**config.mk**
```make
export PLATFORM = sky130hd
export DESIGN_NAME = sql_token_lexer
export DESIGN_NICKNAME = d
export VERILOG_FILES = /design/src/hw/rtl/sqltok_pkg.sv /design/src/hw/rtl/sqltok_front.sv /design/src/hw/rtl/sqltok_back.sv /design/src/hw/rtl/sqltok_fifo.sv /design/src/hw/rtl/sql_token_lexer.sv
export SDC_FILE = /design/constraint.sdc
export NUM_CORES = 1
export LEC_CHECK = 0
export BUFFER_PORTS_ARGS = -buffer_cell sky130_fd_sc_hd__buf_2
export CORE_MARGIN = 4
export CORE_UTILIZATION = 49
export CTS_BUF_LIST = sky130_fd_sc_hd__clkbuf_4
export CTS_CLUSTER_DIAMETER = 150
export DETAILED_ROUTE_END_ITERATION = 7
export GPL_ROUTABILITY_DRIVEN = 0
export PLACE_DENSITY = 0.63
export REMOVE_ABC_BUFFERS = 1
export SETUP_SLACK_MARGIN = 0.5
export SLEW_MARGIN = 0
export SYNTH_ARGS = -nofsm -noshare
export SYNTH_HDL_FRONTEND = slang
export SYNTH_SLANG_ARGS = --single-unit
```
**constraint.sdc**
```tcl
create_clock -name i_clk -period 17.7 [get_ports i_clk]
set_input_delay 3.54 -clock i_clk [delete_from_list [all_inputs] [get_ports i_clk]]
set_output_delay 3.54 -clock i_clk [all_outputs]
set_load 0.05 [all_outputs]
```
**src/hw/rtl/sqltok_pkg.sv**
```systemverilog
`timescale 1ns / 1ps
package sqltok_pkg;

    localparam int unsigned POSITION_BITS_DEF = 16;
    localparam int unsigned KEYWORD_CHARS_DEF = 6;
    localparam int unsigned LEN_W             = 16;
    localparam int unsigned KIND_W            = 5;
    localparam int unsigned MAX_TOK           = 3;
    localparam int unsigned QUEUE_DEPTH       = 4;

    typedef struct packed {
        logic [7:0] char_code;
        logic       end_of_text;
    } t_in_item;

    typedef struct packed {
        logic [KIND_W-1:0] token_kind;
        logic [15:0]       token_start;
        logic [15:0]       token_length;
        logic              last_token;
    } t_out_item;

    // lexer modes
    typedef enum logic [2:0] {
        MODE_IDLE   = 3'd0,
        MODE_WORD   = 3'd1,
        MODE_NUMBER = 3'd2,
        MODE_STRING = 3'd3,
        MODE_LT     = 3'd4,
        MODE_GT     = 3'd5,
        MODE_BANG   = 3'd6
    } t_mode;

    // token kinds
    localparam logic [KIND_W-1:0] K_COMMA   = 5'd0;
    localparam logic [KIND_W-1:0] K_STAR    = 5'd1;
    localparam logic [KIND_W-1:0] K_LPAREN  = 5'd2;
    localparam logic [KIND_W-1:0] K_RPAREN  = 5'd3;
    localparam logic [KIND_W-1:0] K_PLUS    = 5'd4;
    localparam logic [KIND_W-1:0] K_MINUS   = 5'd5;
    localparam logic [KIND_W-1:0] K_SEMI    = 5'd6;
    localparam logic [KIND_W-1:0] K_EQ      = 5'd7;
    localparam logic [KIND_W-1:0] K_NE      = 5'd8;
    localparam logic [KIND_W-1:0] K_LE      = 5'd9;
    localparam logic [KIND_W-1:0] K_GE      = 5'd10;
    localparam logic [KIND_W-1:0] K_KEY0    = 5'd11;
    localparam logic [KIND_W-1:0] K_IDENT   = 5'd23;
    localparam logic [KIND_W-1:0] K_INT     = 5'd24;
    localparam logic [KIND_W-1:0] K_FLOAT   = 5'd25;
    localparam logic [KIND_W-1:0] K_STRING  = 5'd26;
    localparam logic [KIND_W-1:0] K_ILLEGAL = 5'd27;
    localparam logic [KIND_W-1:0] K_END     = 5'd28;

    // keyword table, left-aligned, zero padded to 6 chars
    localparam int unsigned NUM_KW = 12;
    localparam logic [47:0] KW_TEXT [NUM_KW] = '{
        "create", {"table", 8'h0}, "insert", {"into", 16'h0},
        "delete", {"drop", 16'h0}, "select", {"from", 16'h0},
        {"where", 8'h0}, {"and", 24'h0}, {"or", 32'h0}, {"not", 24'h0}
    };
    localparam logic [2:0] KW_LEN [NUM_KW] = '{
        3'd6, 3'd5, 3'd6, 3'd4, 3'd6, 3'd4, 3'd6, 3'd4, 3'd5, 3'd3, 3'd2, 3'd3
    };

    // one pending token handed from front to back
    typedef struct packed {
        logic              is_word;   // kind resolved by keyword match in back
        logic [KIND_W-1:0] kind;
        logic [15:0]       start;
        logic [LEN_W-1:0]  len;
        logic [47:0]       word;      // first six buffered chars
    } t_tok;

    // one queue entry: up to three tokens of one character
    typedef struct packed {
        logic [1:0]           count;
        t_tok [MAX_TOK-1:0]   toks;
    } t_batch;

    function automatic logic is_digit(input logic [7:0] c);
        return (c >= "0") && (c <= "9");
    endfunction

    function automatic logic is_alpha(input logic [7:0] c);
        return ((c >= "a") && (c <= "z")) || ((c >= "A") && (c <= "Z"));
    endfunction

    function automatic logic is_space(input logic [7:0] c);
        return (c == " ") || ((c >= 8'd9) && (c <= 8'd13));
    endfunction

    function automatic logic [7:0] to_lower(input logic [7:0] c);
        return ((c >= "A") && (c <= "Z")) ? c + 8'd32 : c;
    endfunction

endpackage

```
**src/hw/rtl/sqltok_front.sv**
```systemverilog
`timescale 1ns / 1ps
// Front end: per-character lexer state update, produces a batch of tokens.
module sqltok_front #(
    parameter int unsigned POSITION_BITS = 16,
    parameter int unsigned KEYWORD_CHARS = 6
) (
    input  logic                  i_clk,
    input  logic                  i_rst_n,
    input  logic                  i_step,
    input  sqltok_pkg::t_in_item  i_item,
    output sqltok_pkg::t_batch    o_batch
);
    import sqltok_pkg::*;

    localparam logic [POSITION_BITS-1:0] POS_MAX = '1;
    localparam logic [LEN_W-1:0]         LEN_MAX = '1;

    t_mode                    r_mode, n_mode;
    logic [POSITION_BITS-1:0] r_pos, n_pos;
    logic [POSITION_BITS-1:0] r_begin, n_begin;
    logic [LEN_W-1:0]         r_count, n_count;
    logic [1:0]               r_dots, n_dots;
    logic [7:0]               r_wbuf [KEYWORD_CHARS];
    logic [7:0]               n_wbuf [KEYWORD_CHARS];
    logic [7:0]               r_prev, n_prev;

    // state update
    always_ff @(posedge i_clk) begin
        if (!i_rst_n) begin
            r_mode  <= MODE_IDLE;
            r_pos   <= '0;
            r_begin <= '0;
            r_count <= '0;
            r_dots  <= '0;
            r_prev  <= '0;
            for (int i = 0; i < KEYWORD_CHARS; i++) r_wbuf[i] <= '0;
        end else if (i_step) begin
            r_mode  <= n_mode;
            r_pos   <= n_pos;
            r_begin <= n_begin;
            r_count <= n_count;
            r_dots  <= n_dots;
            r_prev  <= n_prev;
            for (int i = 0; i < KEYWORD_CHARS; i++) r_wbuf[i] <= n_wbuf[i];
        end
    end

    logic [7:0] c;
    logic       again;
    logic [LEN_W-1:0] cnt_inc;
    logic [POSITION_BITS-1:0] pos_inc;
    t_tok       tk;

    function automatic logic [47:0] pack_word(input logic [7:0] w [KEYWORD_CHARS]);
        logic [47:0] r;
        r = '0;
        for (int i = 0; i < 6; i++) r[47-8*i -: 8] = w[i];
        return r;
    endfunction

    function automatic logic [KIND_W-1:0] num_kind(input logic [1:0] d);
        return (d == 2'd0) ? K_INT : (d == 2'd1) ? K_FLOAT : K_ILLEGAL;
    endfunction

    always_comb begin
        c       = i_item.char_code;
        n_mode  = r_mode;
        n_begin = r_begin;
        n_count = r_count;
        n_dots  = r_dots;
        for (int i = 0; i < KEYWORD_CHARS; i++) n_wbuf[i] = r_wbuf[i];
        again   = 1'b0;
        cnt_inc = (r_count != LEN_MAX) ? r_count + 1'b1 : LEN_MAX;
        pos_inc = (r_pos != POS_MAX) ? r_pos + 1'b1 : POS_MAX;
        o_batch = '0;
        tk      = '0;

        // continue the current token
        case (r_mode)
            MODE_WORD: begin
                if (is_alpha(c) || is_digit(c) || c == "_") begin
                    for (int i = 0; i < KEYWORD_CHARS; i++)
                        if (r_count == LEN_W'(i)) n_wbuf[i] = to_lower(c);
                    n_count = cnt_inc;
                end else begin
                    tk = '{1'b1, K_IDENT, 16'(r_begin), r_count, pack_word(r_wbuf)};
                    o_batch.toks[o_batch.count] = tk;
                    o_batch.count = o_batch.count + 2'd1;
                    again = 1'b1;
                end
            end
            MODE_NUMBER: begin
                if (is_digit(c) || c == ".") begin
                    if (c == "." && r_dots != 2'd2) n_dots = r_dots + 2'd1;
                    n_count = cnt_inc;
                end else begin
                    tk = '{1'b0, num_kind(r_dots), 16'(r_begin), r_count, 48'h0};
                    o_batch.toks[o_batch.count] = tk;
                    o_batch.count = o_batch.count + 2'd1;
                    again = 1'b1;
                end
            end
            MODE_STRING: begin
                if (c == "'" && r_prev != "\\") begin
                    tk = '{1'b0, K_STRING, 16'(r_begin), r_count, 48'h0};
                    o_batch.toks[o_batch.count] = tk;
                    o_batch.count = o_batch.count + 2'd1;
                    n_mode = MODE_IDLE;
                end else begin
                    n_count = cnt_inc;
                end
            end
            MODE_LT, MODE_GT, MODE_BANG: begin
                if (c == "=") begin
                    tk = '{1'b0, (r_mode == MODE_LT) ? K_LE :
                           (r_mode == MODE_GT) ? K_GE : K_NE,
                           16'(r_begin), LEN_W'(2), 48'h0};
                    o_batch.toks[o_batch.count] = tk;
                    o_batch.count = o_batch.count + 2'd1;
                    n_mode = MODE_IDLE;
                end else if (c == ">" && r_mode == MODE_LT) begin
                    tk = '{1'b0, K_NE, 16'(r_begin), LEN_W'(2), 48'h0};
                    o_batch.toks[o_batch.count] = tk;
                    o_batch.count = o_batch.count + 2'd1;
                    n_mode = MODE_IDLE;
                end else begin
                    tk = '{1'b0, K_ILLEGAL, 16'(r_begin), LEN_W'(1), 48'h0};
                    o_batch.toks[o_batch.count] = tk;
                    o_batch.count = o_batch.count + 2'd1;
                    again = 1'b1;
                end
            end
            default: again = 1'b1;
        endcase

        // start a new token on this character
        if (again) begin
            n_mode = MODE_IDLE;
            tk = '{1'b0, K_ILLEGAL, 16'(r_pos), LEN_W'(1), 48'h0};
            if (is_space(c)) begin
                tk.kind = K_ILLEGAL;
            end else if (is_digit(c)) begin
                n_mode = MODE_NUMBER; n_begin = r_pos; n_count = LEN_W'(1); n_dots = '0;
            end else if (is_alpha(c)) begin
                n_mode = MODE_WORD; n_begin = r_pos; n_count = LEN_W'(1);
                // unused tail reads as zero so the keyword compare sees padding
                for (int i = 1; i < KEYWORD_CHARS; i++) n_wbuf[i] = '0;
                n_wbuf[0] = to_lower(c);
            end else if (c == "<") begin
                n_mode = MODE_LT; n_begin = r_pos;
            end else if (c == ">") begin
                n_mode = MODE_GT; n_begin = r_pos;
            end else if (c == "!") begin
                n_mode = MODE_BANG; n_begin = r_pos;
            end else if (c == "'") begin
                n_mode = MODE_STRING; n_begin = pos_inc; n_count = '0;
            end else begin
                case (c)
                    ",":     tk.kind = K_COMMA;
                    "*":     tk.kind = K_STAR;
                    "(":     tk.kind = K_LPAREN;
                    ")":     tk.kind = K_RPAREN;
                    "+":     tk.kind = K_PLUS;
                    "-":     tk.kind = K_MINUS;
                    ";":     tk.kind = K_SEMI;
                    "=":     tk.kind = K_EQ;
                    default: tk.kind = K_ILLEGAL;
                endcase
                o_batch.toks[o_batch.count] = tk;
                o_batch.count = o_batch.count + 2'd1;
            end
        end
        n_prev = c;
        n_pos  = pos_inc;

        // flush on end of text
        if (i_item.end_of_text) begin
            case (n_mode)
                MODE_WORD: begin
                    tk = '{1'b1, K_IDENT, 16'(n_begin), n_count, pack_word(n_wbuf)};
                    o_batch.toks[o_batch.count] = tk;
                    o_batch.count = o_batch.count + 2'd1;
                end
                MODE_NUMBER: begin
                    tk = '{1'b0, num_kind(n_dots), 16'(n_begin), n_count, 48'h0};
                    o_batch.toks[o_batch.count] = tk;
                    o_batch.count = o_batch.count + 2'd1;
                end
                MODE_STRING: begin
                    tk = '{1'b0, K_ILLEGAL, 16'(n_begin), n_count, 48'h0};
                    o_batch.toks[o_batch.count] = tk;
                    o_batch.count = o_batch.count + 2'd1;
                end
                MODE_LT, MODE_GT, MODE_BANG: begin
                    tk = '{1'b0, K_ILLEGAL, 16'(n_begin), LEN_W'(1), 48'h0};
                    o_batch.toks[o_batch.count] = tk;
                    o_batch.count = o_batch.count + 2'd1;
                end
                default: ;
            endcase
            // END marker: kind END with zero length, flagged by is_word=0
            tk = '{1'b0, K_END, 16'(n_pos), LEN_W'(0), 48'h0};
            o_batch.toks[o_batch.count] = tk;
            o_batch.count = o_batch.count + 2'd1;
            n_mode  = MODE_IDLE;
            n_pos   = '0;
            n_begin = '0;
            n_count = '0;
            n_dots  = '0;
            n_prev  = '0;
            for (int i = 0; i < KEYWORD_CHARS; i++) n_wbuf[i] = '0;
        end
    end

endmodule

```
**src/hw/rtl/sqltok_back.sv**
```systemverilog
`timescale 1ns / 1ps
// Back end: pops batches, resolves keywords, serializes tokens to output.
module sqltok_back (
    input  logic                  i_clk,
    input  logic                  i_rst_n,
    input  logic                  i_q_valid,
    input  sqltok_pkg::t_batch    i_q_batch,
    output logic                  o_q_pop,
    output logic                  o_valid,
    input  logic                  i_ready,
    output sqltok_pkg::t_out_item o_data
);
    import sqltok_pkg::*;

    logic [1:0]      r_idx, n_idx;
    logic            r_valid, n_valid;
    t_out_item       r_data, n_data;
    t_tok            cur;
    logic [KIND_W-1:0] kind;
    logic            load;

    always_ff @(posedge i_clk) begin
        if (!i_rst_n) begin
            r_idx   <= '0;
            r_valid <= 1'b0;
        end else begin
            r_idx   <= n_idx;
            r_valid <= n_valid;
        end
        r_data <= n_data;
    end

    // keyword match on the selected token
    always_comb begin
        cur  = i_q_batch.toks[r_idx];
        kind = cur.kind;
        if (cur.is_word) begin
            for (int k = NUM_KW - 1; k >= 0; k--) begin
                if (cur.len == LEN_W'(KW_LEN[k]) && cur.word == KW_TEXT[k])
                    kind = K_KEY0 + KIND_W'(k);
            end
        end
    end

    // load output register when empty or being drained
    always_comb begin
        load    = i_q_valid && (!r_valid || i_ready);
        n_valid = r_valid && !i_ready;
        n_idx   = r_idx;
        n_data  = r_data;
        o_q_pop = 1'b0;
        if (load) begin
            n_valid = 1'b1;
            n_data  = '{kind, cur.start, cur.len, (cur.kind == K_END) && !cur.is_word};
            if (r_idx + 2'd1 >= i_q_batch.count) begin
                n_idx   = '0;
                o_q_pop = 1'b1;
            end else begin
                n_idx = r_idx + 2'd1;
            end
        end
    end

    assign o_valid = r_valid;
    assign o_data  = r_data;

endmodule

```
**src/hw/rtl/sqltok_fifo.sv**
```systemverilog
`timescale 1ns / 1ps
// Small batch queue between front and back.
module sqltok_fifo #(
    parameter int unsigned DEPTH = 4
) (
    input  logic               i_clk,
    input  logic               i_rst_n,
    input  logic               i_push,
    input  sqltok_pkg::t_batch i_batch,
    output logic               o_full,
    output logic               o_valid,
    input  logic               i_pop,
    output sqltok_pkg::t_batch o_batch
);
    import sqltok_pkg::*;

    localparam int unsigned AW = $clog2(DEPTH);

    t_batch          r_mem [DEPTH];
    logic [AW-1:0]   r_wr, r_rd;
    logic [AW:0]     r_cnt;

    always_ff @(posedge i_clk) begin
        if (!i_rst_n) begin
            r_wr  <= '0;
            r_rd  <= '0;
            r_cnt <= '0;
        end else begin
            if (i_push) r_wr <= r_wr + 1'b1;
            if (i_pop)  r_rd <= r_rd + 1'b1;
            r_cnt <= r_cnt + (AW+1)'(i_push) - (AW+1)'(i_pop);
        end
        if (i_push) r_mem[r_wr] <= i_batch;
    end

    assign o_full  = (r_cnt == (AW+1)'(DEPTH));
    assign o_valid = (r_cnt != '0);
    assign o_batch = r_mem[r_rd];

endmodule

```
**src/hw/rtl/sql_token_lexer.sv**
```systemverilog
`timescale 1ns / 1ps
// SQL lexer. Input channel: one character per transfer (i_in_valid/o_in_ready,
// payload char_code and end_of_text). Output channel: one token per transfer
// (o_out_valid/i_out_ready: kind, start, length, last_token flag).
// The front end updates lexer state in the cycle a character is taken and
// pushes the 0..3 tokens it produces as one batch into a 4-entry queue.
// The back end resolves keywords and drains one token per cycle, while the
// receiver is ready, into an output register; a token travels through the
// queue and that register. Characters are taken one per cycle while the queue has room;
// characters that make no token cost no output slot. Sustained rate is one
// character per cycle, limited by one token per cycle on the output.
// Reset (synchronous, active low) returns to the start of a statement with
// empty queue. A stalled receiver holds the output register; the queue
// fills and o_in_ready drops until room returns. After the END token the
// next character is offset 0 of a new statement.
module sql_token_lexer #(
    parameter int unsigned POSITION_BITS = sqltok_pkg::POSITION_BITS_DEF,
    parameter int unsigned KEYWORD_CHARS = sqltok_pkg::KEYWORD_CHARS_DEF
) (
    input  logic                  i_clk,
    input  logic                  i_rst_n,
    input  logic                  i_in_valid,
    output logic                  o_in_ready,
    input  sqltok_pkg::t_in_item  i_in_data,
    output logic                  o_out_valid,
    input  logic                  i_out_ready,
    output sqltok_pkg::t_out_item o_out_data
);
    import sqltok_pkg::*;

    logic   step, full, q_valid, q_pop;
    t_batch f_batch, q_batch;

    assign o_in_ready = !full;
    assign step       = i_in_valid && !full;

    sqltok_front #(
        .POSITION_BITS(POSITION_BITS),
        .KEYWORD_CHARS(KEYWORD_CHARS)
    ) u_front (
        .i_clk, .i_rst_n, .i_step(step), .i_item(i_in_data), .o_batch(f_batch)
    );

    sqltok_fifo #(.DEPTH(QUEUE_DEPTH)) u_fifo (
        .i_clk, .i_rst_n,
        .i_push(step && f_batch.count != 2'd0), .i_batch(f_batch),
        .o_full(full), .o_valid(q_valid), .i_pop(q_pop), .o_batch(q_batch)
    );

    sqltok_back u_back (
        .i_clk, .i_rst_n, .i_q_valid(q_valid), .i_q_batch(q_batch), .o_q_pop(q_pop),
        .o_valid(o_out_valid), .i_ready(i_out_ready), .o_data(o_out_data)
    );

endmodule

```
==> run metrics <==
routed via count 33.0k; r2r setup slk 9860 ps; largest cells by area after synthesis edfxtp_1 62%, mux4_2 8.4%, dfxtp_1 4.6%, mux2i_1 2.6%, nand2_1 2.1%; register area share after synthesis 66.5%; Initial DRC Count 3345; hold_buf cts 0; initial antenna violation count 8; CP max FO 53; FF-to-FF End u_fifo.r_mem[1][40]; Ports 53; worst slew pin tran 1200 ps; worst endpoint data arrival time 11810 ps; CTS Buffer Depth 4; CTS tree built; area of the multi-input gates 16300 sq um; placed cells 4827; Syn Area/Cell 14.7 sq um; Detail Route Antenna Nets 0; commonest non-fill, non-tap cell in the layout edfxtp_1; CP peak stage delay 780 ps; Period minus WS final 11070 ps; Root Buffer clkbuf_4; crit path kind in -> reg; Final Cycle Share 62.5%; FFs w/ async S/R, synth 0%; critical-path cell list buf_2 -> nor2_1 -> nand4_1 -> a211o_1 -> nand3_1 -> nand2b_1 -> nand2_1 -> inv_1 -> nor2_1 -> ha_1 -> nand2b_1 -> nand2_1 -> ha_1 -> nand2_1 -> o221ai_1 -> a221oi_2 -> and2_4 -> buf_4 -> buf_4; Final TNS setup 0 ps; HP Start u_front.r_prev[2]; dominant cell type by area after synthesis edfxtp_1; Critical Path Start Type input port; worst rel slew slack 19.6%; post-synth top area share 61.9%; post-route insts no fill 5391; Final Hold Vio Count 0; row count 119; Die X 335 um; reg2reg start u_front.r_mode[0]; RSZ-0062 raised after global routing false; GRT Total Usage 24.4%; Post-Syn Instances 3562; TritonCTS Buffers 324; Hold EP u_front.r_prev[2]; core area 106000 sq um; Worst VDD drop 0.000185 V; final WL 137000 um; layout net count 3800; Post-CTS Resized 0; MaxCap Viol Count 0; worst path required time 18440 ps; H-tree levels 5; worst path buffer plus inverter count 4; Area Growth Syn to Fin 10.6%; DR DRC count 0; Fmax 0.0903 GHz; Netlist cell types 104; HP Class reg -> reg; Static Leak 19.3 nW; Starting Density 49.5%; Routed WL per cell 25.4 um; drt pass-1 iters 7; slowest CP cell nand2b_1; worst skew pair latency 1190 ps; synthesis warning total 0; grt ovf 0; CP Capture Type register; P per Cell Area 132 nW/um^2; Post-CTS Setup Repair Bufs 0; Die H 335 um; vias in the first global route 33.3k; Die ar. 112000 sq um; Yosys reg bits 1199; cell mode on critical path nand2_1; PortBufs 52; fill count 8646; Synth Cell Area 52300 sq um; Top FF cell, synth edfxtp_1; Post-synth EDFFs 1078; fraction of layout instances using a drive strength above 1 22.8%; status completed; r2r worst-path depth 17; Final Setup Violations 0; Slew Viols, Final 0; register area 34800 sq um; routed vias/inst 6.12; clock skew 106 ps; most frequent cells in the layout 1078 x edfxtp_1, 475 x clkbuf_4, 284 x nand2_1, 234 x nor2_1, 196 x mux4_2; Crit path depth 19; delay-heaviest family, CP simple AND/OR/NAND/NOR gates; largest net degree at the start of global routing 147; DP HPWL 81200 um; first-pass GRT wire length 206000 um; Hold Path Stages 2; CTS Sinks 1199; Worst-path clk slew 60 ps
-- registers in the layout (all words and copies together), names as in the netlist, named ones only --
| register | cells |
|---|---|
| u_front.r_mode | 3 |
| u_front.r_count | 16 |
| u_front.r_prev | 8 |
| u_fifo.r_rd | 2 |
| u_front.r_pos | 16 |
| u_front.r_begin | 16 |
| u_back.o_valid | 1 |
| u_back.r_idx | 2 |
| u_fifo.r_mem | 1040 |
| u_fifo.r_cnt | 3 |
| u_front.r_wbuf | 48 |
| u_back.o_data | 38 |
| u_front.r_dots | 2 |
| u_fifo.r_wr | 2 |
-- power by group --
part           internal [mW]  leakage [nW]  switching (mW)  total, mW
clock                   1.31          2.42            1.08       2.39
sequential              3.38          11.4          0.0906       3.47
combinational          0.558          5.49            1.22       1.78
-- tightest hold or removal path, cell delays in order, from the launching register on --
cell     delay (ps)
dfxtp_1         320
a21oi_1          70
nor2b_1          90
-- worst max path at each step --
stage / slack, ps / start / end
after global placement: 5690 / i_in_data[5] / u_fifo.r_mem[0][102]
after CTS: 6870 / i_in_data[5] / u_fifo.r_mem[1][40]
after floorplan: 2830 / i_in_data[4] / u_fifo.r_mem[0][0]
final: 6630 / i_in_data[5] / u_fifo.r_mem[1][40]
after global routing: 6200 / i_in_data[5] / u_fifo.r_mem[1][40]
after detailed placement: 5600 / i_in_data[5] / u_fifo.r_mem[0][102]
-- through the flow --
step | hold WS, ps | instance area, sq um | utilization (%) | worst slack [ps] | power [mW]
after floorplan | 469 | 51200 | - | 2830 | 4.89
after global placement | 489 | 53800 | 51.0 | 5690 | 5.30
after detailed placement | 499 | 53800 | 51.0 | 5600 | 5.32
after CTS | 513 | 57800 | 54.8 | 6870 | 7.71
after global routing | 545 | 57800 | 54.8 | 6200 | 8.00
final | 516 | 57900 | 54.8 | 6630 | 7.63
-- cells in the mapped netlist, types with 33 or more instances --
| library cell | number |
|---|---|
| edfxtp_1 | 1078 |
| nand2_1 | 288 |
| nor2_1 | 238 |
| mux4_2 | 196 |
| clkbuf_1 | 152 |
| o21ai_0 | 149 |
| mux2i_1 | 135 |
| dfxtp_1 | 121 |
| a21oi_1 | 119 |
| a22oi_1 | 117 |
| nor2b_1 | 94 |
| nand3_1 | 81 |
| and2_1 | 58 |
| buf_2 | 45 |
| nor3_1 | 45 |
| o22ai_1 | 40 |
| inv_1 | 37 |
| and3_1 | 33 |
-- cells by family (layout without fill, tap and decap cells) --
| kind of cell | Yosys count | in the layout | share of synthesized area, % |
|---|---|---|---|
| simple gates | 1059 | 1059 | 10.4 |
| flops | 1199 | 1199 | 66.5 |
| mux | 349 | 349 | 11.6 |
| compound gates | 618 | 618 | 7.86 |
| buf+inv | 278 | 703 | 2.44 |
| fa+ha+maj | 25 | 25 | 0.613 |
| other cells | 0 | 13 | 0 |
| xor+xnor | 34 | 34 | 0.569 |
-- layout make-up --
class | count | area share (%)
clock inverters | 76 | 0.781
clock buffers | 475 | 6.16
inverters | 37 | 0.240
well taps | 1391 | 3.01
multi-input cells | 2085 | 28.2
flip-flops and latches | 1199 | 60.2
repair buffers | 115 | 1.40
diodes | 13 | 0.0562
-- layer usage --
| metal | wire length, um | vias to the layer above | track usage, % |
|---|---|---|---|
| li1 | - | 14500 | - |
| met1 | 55800 | 16600 | 32.9 |
| met2 | 65800 | 1578 | 39.4 |
| met3 | 11200 | 297 | 5.07 |
| met4 | 4180 | 2 | 8.98 |
| met5 | 27 | - | 0 |
Power figures use the tool's default switching activity.
